==> src/ues_pkg.sv <==
// ----------------------------------------------------------------------------
// ues_pkg
// Shared constants, codes and controller/datapath interface types for the
// unique-element stack.
// ----------------------------------------------------------------------------
package ues_pkg;

	// stack geometry
	localparam int STACK_DEPTH = 8;
	localparam int DATA_W      = 32;
	localparam int STATUS_W    = 2;
	localparam int CNT_W       = $clog2(STACK_DEPTH + 1);
	localparam int IDX_W       = (STACK_DEPTH > 1) ? $clog2(STACK_DEPTH) : 1;

	// request codes
	localparam logic ACT_PUSH = 1'b0;
	localparam logic ACT_POP  = 1'b1;

	// status codes
	localparam logic [STATUS_W-1:0] ST_OK        = 2'd0;
	localparam logic [STATUS_W-1:0] ST_OVERFLOW  = 2'd1;
	localparam logic [STATUS_W-1:0] ST_UNDERFLOW = 2'd2;

	// kind of result to load into the output register
	typedef enum logic [2:0] {
		RES_PUSH_OK,
		RES_PRESENT,
		RES_OVERFLOW,
		RES_UNDERFLOW,
		RES_POP_OK
	} res_t;

	// controller -> datapath
	typedef struct packed {
		logic load;       // capture request payload, restart scan
		logic scan_rd;    // read entry at scan pointer, advance pointer
		logic rd_top;     // read top entry
		logic wr_found;   // write top data into the matching slot
		logic wr_top;     // write request value into the top slot
		logic append;     // write request value above top, grow
		logic pop;        // shrink by one
		logic res_load;   // load output register
		res_t res_kind;
	} ues_cmd_t;

	// datapath -> controller
	typedef struct packed {
		logic full;
		logic empty;
		logic scan_done;  // every stored entry has been read
		logic match;      // entry read last cycle equals the request value
	} ues_sts_t;

endpackage

==> src/unique_element_stack.sv <==
// ----------------------------------------------------------------------------
// unique_element_stack
// Bounded stack of signed 32-bit values holding each value at most once.
// A push of a stored value swaps its lowest copy with the top entry.
// ----------------------------------------------------------------------------
//
//  channel   signals                               role
//  -------   ------------------------------------  ---------------------------
//  in        in_valid/in_ready, action, value      push or pop request
//  out       out_valid/out_ready, popped_value,    one result per request
//            status, was_present
//
//  A push scans the stored entries one per cycle through the single read
//  port of the entry memory and stops at the first match; a stored value
//  is then swapped with the top entry, else the value is appended. Pops,
//  overflows and underflows skip the scan. A new request is taken in the
//  cycle after the result is loaded, even while that result still waits.
//  Reset (arst_n low) empties the stack; entries above the fill count hold
//  stale data that is never read.
//  A stalled output holds the controller in its response state.
//
module unique_element_stack (
	input  logic                                clk,
	input  logic                                arst_n,
	input  logic                                in_valid,
	output logic                                in_ready,
	input  logic                                action,
	input  logic signed [ues_pkg::DATA_W-1:0]   value,
	output logic                                out_valid,
	input  logic                                out_ready,
	output logic signed [ues_pkg::DATA_W-1:0]   popped_value,
	output logic [ues_pkg::STATUS_W-1:0]        status,
	output logic                                was_present
);

	ues_pkg::ues_cmd_t cmd;
	ues_pkg::ues_sts_t sts;

	ues_ctrl u_ctrl (
		.clk       (clk),
		.arst_n    (arst_n),
		.in_valid  (in_valid),
		.in_ready  (in_ready),
		.action    (action),
		.out_valid (out_valid),
		.out_ready (out_ready),
		.cmd       (cmd),
		.sts       (sts)
	);

	ues_dp u_dp (
		.clk          (clk),
		.arst_n       (arst_n),
		.cmd          (cmd),
		.sts          (sts),
		.value        (value),
		.popped_value (popped_value),
		.status       (status),
		.was_present  (was_present)
	);

endmodule

==> src/ues_dp.sv <==
// ----------------------------------------------------------------------------
// ues_dp
// Datapath: entry memory with registered read, fill count, scan pointer,
// compare, and the output result register.
// ----------------------------------------------------------------------------
module ues_dp (
	input  logic                                clk,
	input  logic                                arst_n,
	input  ues_pkg::ues_cmd_t                   cmd,
	output ues_pkg::ues_sts_t                   sts,
	input  logic signed [ues_pkg::DATA_W-1:0]   value,
	output logic signed [ues_pkg::DATA_W-1:0]   popped_value,
	output logic [ues_pkg::STATUS_W-1:0]        status,
	output logic                                was_present
);

	logic signed [ues_pkg::DATA_W-1:0] mem_q [ues_pkg::STACK_DEPTH];
	logic signed [ues_pkg::DATA_W-1:0] value_q;
	logic signed [ues_pkg::DATA_W-1:0] rdata_s1;
	logic [ues_pkg::CNT_W-1:0]         fill_q;
	logic [ues_pkg::CNT_W-1:0]         scan_q;
	logic [ues_pkg::IDX_W-1:0]         hit_idx_s1;
	logic                              rd_vld_s1;

	logic [ues_pkg::IDX_W-1:0]         top_idx;
	logic [ues_pkg::CNT_W-1:0]         top_cnt;
	logic [ues_pkg::IDX_W-1:0]         rd_addr;
	logic                              wr_en;
	logic [ues_pkg::IDX_W-1:0]         wr_addr;
	logic signed [ues_pkg::DATA_W-1:0] wr_data;

	// address of the current top entry
	assign top_cnt = fill_q - ues_pkg::CNT_W'(1);
	assign top_idx = top_cnt[ues_pkg::IDX_W-1:0];

	// status back to the controller
	assign sts.full      = (fill_q == ues_pkg::CNT_W'(ues_pkg::STACK_DEPTH));
	assign sts.empty     = (fill_q == '0);
	assign sts.scan_done = (scan_q == fill_q);
	assign sts.match     = rd_vld_s1 && (rdata_s1 == value_q);

	// read and write port selection
	always_comb begin
		rd_addr = cmd.scan_rd ? scan_q[ues_pkg::IDX_W-1:0] : top_idx;
		wr_en   = cmd.wr_found || cmd.wr_top || cmd.append;
		if (cmd.wr_found) begin
			wr_addr = hit_idx_s1;
			wr_data = rdata_s1;
		end else if (cmd.wr_top) begin
			wr_addr = top_idx;
			wr_data = value_q;
		end else begin
			wr_addr = fill_q[ues_pkg::IDX_W-1:0];
			wr_data = value_q;
		end
	end

	// entry memory, one write and one registered read per cycle
	always_ff @(posedge clk) begin
		if (wr_en) begin
			mem_q[wr_addr] <= wr_data;
		end
		if (cmd.scan_rd || cmd.rd_top) begin
			rdata_s1 <= mem_q[rd_addr];
		end
		if (cmd.scan_rd) begin
			hit_idx_s1 <= scan_q[ues_pkg::IDX_W-1:0];
		end
		if (cmd.load) begin
			value_q <= value;
		end
	end

	// fill count, scan pointer, read-valid flag
	always_ff @(posedge clk or negedge arst_n) begin
		if (!arst_n) begin
			fill_q    <= '0;
			scan_q    <= '0;
			rd_vld_s1 <= 1'b0;
		end else begin
			rd_vld_s1 <= cmd.scan_rd;
			if (cmd.load) begin
				scan_q <= '0;
			end else if (cmd.scan_rd) begin
				scan_q <= scan_q + ues_pkg::CNT_W'(1);
			end
			if (cmd.append) begin
				fill_q <= fill_q + ues_pkg::CNT_W'(1);
			end else if (cmd.pop) begin
				fill_q <= top_cnt;
			end
		end
	end

	// output result register
	always_ff @(posedge clk) begin
		if (cmd.res_load) begin
			unique case (cmd.res_kind)
				ues_pkg::RES_PUSH_OK: begin
					popped_value <= '0;
					status       <= ues_pkg::ST_OK;
					was_present  <= 1'b0;
				end
				ues_pkg::RES_PRESENT: begin
					popped_value <= '0;
					status       <= ues_pkg::ST_OK;
					was_present  <= 1'b1;
				end
				ues_pkg::RES_OVERFLOW: begin
					popped_value <= '0;
					status       <= ues_pkg::ST_OVERFLOW;
					was_present  <= 1'b0;
				end
				ues_pkg::RES_UNDERFLOW: begin
					popped_value <= '1;
					status       <= ues_pkg::ST_UNDERFLOW;
					was_present  <= 1'b0;
				end
				ues_pkg::RES_POP_OK: begin
					popped_value <= rdata_s1;
					status       <= ues_pkg::ST_OK;
					was_present  <= 1'b0;
				end
				default: begin
					popped_value <= '0;
					status       <= ues_pkg::ST_OK;
					was_present  <= 1'b0;
				end
			endcase
		end
	end

endmodule

==> src/ues_ctrl.sv <==
// ----------------------------------------------------------------------------
// ues_ctrl
// Controller: sequences search, swap, append and pop over the datapath and
// owns both handshakes.
// ----------------------------------------------------------------------------
module ues_ctrl (
	input  logic              clk,
	input  logic              arst_n,
	input  logic              in_valid,
	output logic              in_ready,
	input  logic              action,
	output logic              out_valid,
	input  logic              out_ready,
	output ues_pkg::ues_cmd_t cmd,
	input  ues_pkg::ues_sts_t sts
);

	typedef enum logic [2:0] {
		S_IDLE,
		S_SCAN,
		S_TOP_RD,
		S_SWAP_LO,
		S_SWAP_HI,
		S_APPEND,
		S_POP_RD,
		S_RESP
	} state_t;

	state_t         state_q;
	state_t         state_d;
	ues_pkg::res_t  res_q;
	ues_pkg::res_t  res_d;
	logic           out_valid_q;
	logic           accept;
	logic           out_free;

	assign in_ready  = (state_q == S_IDLE);
	assign accept    = in_valid && in_ready;
	assign out_free  = !out_valid_q || out_ready;
	assign out_valid = out_valid_q;

	// next state and datapath commands
	always_comb begin
		state_d      = state_q;
		res_d        = res_q;
		cmd          = '0;
		cmd.res_kind = res_q;
		unique case (state_q)
			S_IDLE: begin
				if (accept) begin
					cmd.load = 1'b1;
					if (action == ues_pkg::ACT_POP) begin
						if (sts.empty) begin
							res_d   = ues_pkg::RES_UNDERFLOW;
							state_d = S_RESP;
						end else begin
							state_d = S_POP_RD;
						end
					end else if (sts.full) begin
						res_d   = ues_pkg::RES_OVERFLOW;
						state_d = S_RESP;
					end else if (sts.empty) begin
						state_d = S_APPEND;
					end else begin
						state_d = S_SCAN;
					end
				end
			end
			// one read issued per cycle, compared in the cycle after it is issued
			S_SCAN: begin
				if (sts.match) begin
					state_d = S_TOP_RD;
				end else if (sts.scan_done) begin
					state_d = S_APPEND;
				end else begin
					cmd.scan_rd = 1'b1;
				end
			end
			S_TOP_RD: begin
				cmd.rd_top = 1'b1;
				state_d    = S_SWAP_LO;
			end
			S_SWAP_LO: begin
				cmd.wr_found = 1'b1;
				state_d      = S_SWAP_HI;
			end
			S_SWAP_HI: begin
				cmd.wr_top = 1'b1;
				res_d      = ues_pkg::RES_PRESENT;
				state_d    = S_RESP;
			end
			S_APPEND: begin
				cmd.append = 1'b1;
				res_d      = ues_pkg::RES_PUSH_OK;
				state_d    = S_RESP;
			end
			S_POP_RD: begin
				cmd.rd_top = 1'b1;
				cmd.pop    = 1'b1;
				res_d      = ues_pkg::RES_POP_OK;
				state_d    = S_RESP;
			end
			// wait for the output register to free up
			S_RESP: begin
				if (out_free) begin
					cmd.res_load = 1'b1;
					state_d      = S_IDLE;
				end
			end
			default: begin
				state_d = S_IDLE;
			end
		endcase
	end

	// state, result kind and output valid
	always_ff @(posedge clk or negedge arst_n) begin
		if (!arst_n) begin
			state_q     <= S_IDLE;
			res_q       <= ues_pkg::RES_PUSH_OK;
			out_valid_q <= 1'b0;
		end else begin
			state_q <= state_d;
			res_q   <= res_d;
			if (cmd.res_load) begin
				out_valid_q <= 1'b1;
			end else if (out_ready) begin
				out_valid_q <= 1'b0;
			end
		end
	end

endmodule

==> config.mk <==
export PLATFORM = sky130hd
export DESIGN_NAME = unique_element_stack
export DESIGN_NICKNAME = d
export VERILOG_FILES = /design/src/ues_pkg.sv /design/src/unique_element_stack.sv /design/src/ues_dp.sv /design/src/ues_ctrl.sv
export SDC_FILE = /design/constraint.sdc
export NUM_CORES = 1
export LEC_CHECK = 0
export ABC_AREA = 0
export BUFFER_PORTS_ARGS = -buffer_cell sky130_fd_sc_hd__buf_2
export CORE_ASPECT_RATIO = 0.9
export CORE_MARGIN = 1
export CORE_UTILIZATION = 54
export CTS_CLUSTER_DIAMETER = 30
export CTS_CLUSTER_SIZE = 25
export DETAILED_ROUTE_END_ITERATION = 6
export PLACE_DENSITY = 0.71
export SLEW_MARGIN = 10
export SYNTH_ARGS = -nofsm -noshare
export SYNTH_HDL_FRONTEND = slang
export SYNTH_SLANG_ARGS = --single-unit
export TNS_END_PERCENT = 20
==> constraint.sdc <==
create_clock -name clk -period 9.3 [get_ports clk]
set_clock_uncertainty 0.15 [all_clocks]
set_input_delay 1.395 -clock clk [delete_from_list [all_inputs] [get_ports clk]]
set_output_delay 1.395 -clock clk [all_outputs]
set_load 0.02 [all_outputs]
==> flow_summary.toml, run 1 <==
[run_status]
status = "completed"

[floorplan]
rows = 58
core_sq_um = 28000
die_h_um = 162
dieWidth_um = 180
io_pins = 74
start_util_pct = 55.1
die_area_sq_um = 29300

[grt]
grt_pass1_vias = 9620
grt.total_usage_pct = 26.4
grt_pass1_wl_mm = 57.2
gr-total-overflow = 0
grt_max_degree = 130
antenna_found_initial = 0

[finish]
fillers = 1917
area_delta_synth_final_pct = 19.4
num-nets-final = 1190
fin_area_sq_um = 18400
layout-drive-gt1-share_pct = 18.9
n_antenna_cell = 0

[synth]
synth_cell_types = 47
synth_seq_area_share_pct = 72.2
synth_area_leaders = "edfxtp_1 (70%), a221oi_1 (5.4%), and2_1 (3.9%)"
synth_nets = 1105
synth_warnings = 0
syn_inst = 1065
synth_seq_cells = 374
async_flop_share_pct = 4.28
synth.avg_cell_area_sq_um = 14.5
synth-edff-count = 358
yosysTopAreaCellShare_pct = 69.6
ys.flop_type = "edfxtp_1"
netlist_area_sq_um = 15400
yosysTopAreaCell = "edfxtp_1"

[sta]
rsz0062_at_grt = "false"
clock.fmax_mhz = 198
slew_violations = 0
finalSetupTns_ps = 0
hold_violations = 0
worstMarginPinSlew_ps = 1190
finalCritPeriodShare_pct = 54.2
slew_headroom_pct = 20.6
min_period_ps = 5040
final-setup-viol-count = 0

[route]
drtIter0Drc = 1099
wire_per_inst_um = 24.2
drt-total-wl_mm = 37.9
first_pass_iters = 5
num_vias = 9663
drcViolationCount = 0
ant_nets = 0
via_per_inst = 6.18

[clocking]
post_cts_buffers = 0
cts.sinks = 374
htreeDepth = 3
clockRootBuffer = "clkbuf_16"
clk_latency_ps = 560
numCtsBuffers = 67
post_cts_resized = 0
path_clk_slew_ps = 50
clock_path_buffers = 3
cts_tree = "built"
ctsHoldBuffers = 0

[pwr]
pwr_density_cell_nw_per_um2 = 431
peakVddDrop_v = 0.000261
leakage_nw = 6.67

[setup_path]
r2r-end = "u_dp.rdata_s1[15]"
endpoint = "u_dp.rdata_s1[15]"
max_stage_delay_ps = 840
timing.critical_path.buf_inv = 2
worst_path_max_delay_cell = "buf_4"
crit_start = "u_dp.rdata_s1[2]"
criticalPathCategory = "flop to flop"
crit-reg2reg-launch = "u_dp.rdata_s1[2]"
required_ps = 9450
end_kind = "flop"
arrival_ps = 5190
crit_cells = 10
crit_path_max_fanout = 129
cp_top_family = "buffers and inverters"
critPathLaunchType = "flop"
r2r_cells = 10
reg2reg_slack_ps = 4260
path_cells = "xor2_1 > nor4_1 > nand4_1 > o311ai_4 > or3_2 > buf_4 > nand2_4 > buf_4 > a221oi_1 > nor4_1"

[placement]
gp_congestion = 0.794
portBuffers = 73
placed_cell_area_sq_um = 16200
dp_hpwl_mm = 19.3

[min_path]
min_path_cells = 2
hp-class = "flop to flop"
worstHoldStart = "u_ctrl.out_valid"

[flow_run]
max_cap_viol_count = 0
==> layer usage <==
layer	track usage (%)	vias to the layer above	routed length, um
met1	35.5	4764	15600
li1	-	4334	-
met2	41.6	484	17900
met4	11.5	0	1010
met5	0	-	0
met3	6.13	81	3440
==> power by group <==
group,switching [mW],internal [mW]
registers,0.242,2.65
clock network,0.865,1.52
logic,1.91,0.759
total,3.02,4.93
==> cell usage in the layout, fill, tap and decap left out, types with 6 or more instances in the layout <==
master | netlist | routed
and3_1 | 35 | 34
a21o_1 | 34 | 34
o21ai_0 | 11 | 10
nor4_1 | 43 | 43
inv_1 | 11 | 11
xor2_1 | 32 | 32
edfxtp_1 | 358 | 358
and2_1 | 97 | 97
xnor2_1 | 13 | 13
nor2_1 | 25 | 17
clkbuf_16 | 0 | 68
a221oi_1 | 96 | 96
clkinvlp_4 | 0 | 8
buf_4 | 2 | 20
clkinv_2 | 0 | 6
buf_2 | 24 | 73
a21oi_1 | 9 | 9
nand4_1 | 6 | 6
nand2_1 | 123 | 121
clkinv_4 | 0 | 10
dfrtp_1 | 16 | 16
clkbuf_1 | 45 | 12
a211oi_1 | 33 | 33
nor2_4 | 0 | 7
==> flip-flops by register name, indices dropped and copies added (netlist names), 3 cells and up <==
register	count
u_dp.fill_q	4
u_dp.hit_idx_s1	3
u_ctrl.res_q	3
u_ctrl.state_q	3
u_dp.popped_value	32
u_dp.value_q	32
u_dp.scan_q	4
u_dp.mem_q	256
u_dp.rdata_s1	32
==> kinds of logic (layout without fill, tap and decap cells) <==
group,Yosys count,in the layout,share of synthesized area [%]
xor gates and xnor gates,45,45,2.55
and+or+nand+nor,352,352,11.9
adders and majority gates,3,3,0.243
muxes,1,1,0.0729
DFF,374,374,72.2
buffers and inverters,88,227,2.43
AOI/OAI and AO/OA,202,202,10.6
==> cells in the mapped netlist, drive strengths merged (6+ instances only) <==
master	count
a21oi	9
xor2	32
clkbuf	51
buf	26
xnor2	13
a211oi	33
and2	97
a221oi	96
nand2	123
nor4	43
nor2	25
nand4	6
o21ai	11
inv	11
edfxtp	358
and3	35
dfrtp	16
a21o	34
==> final cells by class <==
cell class / instances / area [sq um] / share of cell area (%)
clock inverters: 43 / 513 / 2.78
inverters: 11 / 41.3 / 0.224
flip-flops and latches: 374 / 11200 / 60.5
well taps: 360 / 450 / 2.44
clock buffers: 80 / 1750 / 9.48
multi-input cells: 603 / 4010 / 21.8
repair buffers: 93 / 515 / 2.80
==> through the flow <==
step	instances	power [mW]	utilization (%)	hold slack (ps)	setup slack, ps
after detailed placement	1441	5.53	57.7	393	4440
final	1564	7.95	65.8	399	4260
after CTS	1564	7.94	65.8	407	4360
after floorplan	1065	4.66	-	301	4770
after global routing	1564	8.29	65.8	440	3980
after global placement	1441	5.47	57.7	387	4530
==> worst register-to-register path, stage by stage (launching register included) <==
cell      delay, ps
edfxtp_1        470
xor2_1          220
nor4_1          310
nand4_1         200
o311ai_4        510
or3_2           200
buf_4           840
nand2_4         670
buf_4           560
a221oi_1        550
nor4_1          100
==> how the worst min path moves through the flow <==
| stage | slack, ps | end |
|---|---|---|
| floorplan | 300 | u_dp.hit_idx_s1[0] |
| global placement | 390 | u_ctrl.out_valid |
| detailed placement | 390 | u_ctrl.out_valid |
| CTS | 410 | u_ctrl.out_valid |
| global route | 440 | u_dp.scan_q[3] |
| finish | 400 | u_ctrl.out_valid |
No activity file was read; power rests on OpenSTA's default activity.
==> inputs of run 2 (changes only) <==
--- a/config.mk
+++ b/config.mk
@@ -5,7 +5,7 @@
 export SDC_FILE = /design/constraint.sdc
 export NUM_CORES = 1
 export LEC_CHECK = 0
-export ABC_AREA = 0
+export ABC_AREA = 1
 export BUFFER_PORTS_ARGS = -buffer_cell sky130_fd_sc_hd__buf_2
 export CORE_ASPECT_RATIO = 0.9
 export CORE_MARGIN = 1
@@ -13,7 +13,7 @@
 export CTS_CLUSTER_DIAMETER = 30
 export CTS_CLUSTER_SIZE = 25
 export DETAILED_ROUTE_END_ITERATION = 6
-export PLACE_DENSITY = 0.71
+export PLACE_DENSITY = 0.74
 export SLEW_MARGIN = 10
 export SYNTH_ARGS = -nofsm -noshare
 export SYNTH_HDL_FRONTEND = slang
==> constraint.sdc (replaced) <==
create_clock -name clk -period 4.3 [get_ports clk]
set_clock_uncertainty 0.15 [all_clocks]
set_input_delay 0.645 -clock clk [delete_from_list [all_inputs] [get_ports clk]]
set_output_delay 0.645 -clock clk [all_outputs]
set_load 0.02 [all_outputs]
==> run 2 against run 1 <==
Effect of this change: cell count rose by 39%; sequential share of layout area shrank 4.8 points; core utilization grew 0.69 points; synthesized area grew 7.8%; final area up 8.6%; non-clock buffer count up 3; critical endpoint is now u_dp.rdata_s1[14].
==> flow_summary.toml, run 2 <==
[finish]
fillers = 2136
top_register = "u_dp.mem_q"
regArea_sq_um = 11200
layout-drive-gt1-share_pct = 13.9
multi_input_area_sq_um = 4040
n_antenna_cell = 0
area_delta_synth_final_pct = 20.3
largest_reg_flops = 256
final_common_cell = "nand2_1"
layout_common_cells = "nand2_1 (406), edfxtp_1 (358), inv_1 (298)"
num-nets-final = 1749

[route]
wl_met3_mm = 3.57
wl_met1_mm = 15.9
drcViolationCount = 0
drtIter0Drc = 1438
met2_length_mm = 19.2
ant_nets = 0
first_pass_iters = 5
wire_per_inst_um = 18.4
drt-total-wl_mm = 40.0
num_vias = 11861
via_per_inst = 5.45
dr.max_layer_used = "met4"

[grt]
grt.total_usage_pct = 25.8
gr-total-overflow = 0
grt_pass1_vias = 11588
antenna_found_initial = 0
grt_max_degree = 129
grt_pass1_wl_mm = 62.5

[sta]
slew_violations = 0
clock.fmax_mhz = 297
hold_violations = 0
rsz0062_at_grt = "false"
min_period_ps = 3370
finalCritPeriodShare_pct = 78.3
worstMarginPinSlew_ps = 1260
slew_headroom_pct = 15.8
final-setup-viol-count = 0
finalSetupTns_ps = 0

[synth]
synthMuxAreaShare_pct = 0
synth_compound_area_share_pct = 3.49
async_flop_share_pct = 4.28
synth_area_leaders = "edfxtp_1 (65%), nand2_1 (9.2%), nand3_1 (6.9%)"
syn_inst = 1607
synth_common_cells = "nand2_1 (408), edfxtp_1 (358), inv_1 (298), nand3_1 (230), o21ai_0 (78)"
synth_fa_ha_area_share_pct = 0.226
synth_xor_area_share_pct = 0.789
synth_top_family_by_area = "simple AND/OR/NAND/NOR gates"
synth_nets = 1647
synth-edff-count = 358
synth_seq_cells = 374
yosysTopAreaCell = "edfxtp_1"
synthSimpleGateAreaFrac_pct = 19.1
synth.avg_cell_area_sq_um = 10.4
synth_most_common_cell = "nand2_1"
yosysTopAreaCellShare_pct = 64.6
synth_warnings = 0
synth_cell_types = 36
ys.flop_type = "edfxtp_1"
netlist_area_sq_um = 16600
synth_seq_area_share_pct = 67.0

[setup_path]
crit_start = "u_dp.value_q[2]"
crit_path_max_fanout = 35
crit-reg2reg-launch = "u_dp.value_q[2]"
path_cells = "xor2_1 > nor2_1 > nand3_1 > nor2_1 > nand3_2 > nand3_4 > o21ai_4 > buf_4 > nand3_1 > nand2_1 > nand2_1 > nand2_1"
endpoint = "u_dp.rdata_s1[14]"
path_common_cell = "nand2_1"
worst_path_max_delay_cell = "o21ai_4"
arrival_ps = 3650
r2r_cells = 12
r2r-end = "u_dp.rdata_s1[14]"
required_ps = 4580
max_stage_delay_ps = 920
critPathLaunchType = "flop"
criticalPathCategory = "flop to flop"
reg2reg_slack_ps = 930
end_kind = "flop"

[clocking]
cts.sinks = 374
clk_latency_ps = 570
post_cts_buffers = 0
clockRootBuffer = "clkbuf_16"
htreeDepth = 3
path_clk_slew_ps = 50
clock_path_buffers = 3
numCtsBuffers = 77
cts_tree = "built"

[run_status]
status = "completed"

[min_path]
hp-class = "input port to flop"
min_path_cells = 1

[floorplan]
core_sq_um = 30100
rows = 60
start_util_pct = 55.3
dieWidth_um = 187
die_area_sq_um = 31500
io_pins = 74
die_h_um = 169

[placement]
gp_congestion = 0.864
dp_hpwl_mm = 21.0
portBuffers = 73

[flow_run]
max_cap_viol_count = 0
-- run 2: cell type report --
class / instances / share of cell area (%)
sequential: 374 / 55.7
multi-input combinational: 847 / 20.2
clock buffer: 93 / 10.0
inverter: 313 / 5.87
timing repair buffer: 96 / 3.08
clock inverter: 49 / 2.63
tap: 403 / 2.52
-- run 2: kinds of logic (layout without fill, tap and decap cells) --
family,after synthesis,in the layout
XOR/XNOR,15,15
adder cells (fa/ha/maj),3,3
AO/OA/AOI/OAI,107,107
AND/OR/NAND/NOR,722,722
buffers and inverters,386,551
flip-flops,374,374
-- run 2: per-stage QoR --
step                worst slack (ps)  area [sq um]  util [%]  instances  hold slack [ps]
floorplan                        953         16600         -       1607              199
global placement                1070         17500      58.0       2032              380
detailed placement              1010         17500      58.0       2032              383
CTS                              977         20000      66.5       2175             91.3
global route                     786         20000      66.5       2175             93.5
finish                           931         20000      66.5       2175              104
-- run 2: critical path, delay by kind of cell, from the launching register on --
family          cells  cell delay, ps
flops               1             440
simple gates        9            1020
xor+xnor            1             240
buf+inv             1             430
compound gates      1             920
-- run 2: worst min path at each step --
stage	from	end	slack, ps
finish	value[5]	u_dp.value_q[5]	100
global route	value[28]	u_dp.value_q[28]	90
CTS	value[2]	u_dp.value_q[2]	90
detailed placement	u_dp.fill_q[3]	u_dp.fill_q[3]	380
global placement	u_dp.fill_q[3]	u_dp.fill_q[3]	380
floorplan	arst_n	u_ctrl.out_valid	200
-- run 2: layer usage --
metal	up-vias	global-route usage, %
li1	5487	-
met1	5596	33.6
met2	665	42.7
met3	113	4.37
met4	0	11.9
met5	-	0
-- run 2: what timing repair did --
item | in CTS | in global routing
resized for setup | 0 | 0
hold buffers | 1 | 0
hold endpoints to repair | 16 | 0
Power of run 2 is left out: the tool's default activity adds up to more than one toggle a clock period on the data nets, which glitch-free logic cannot reach.
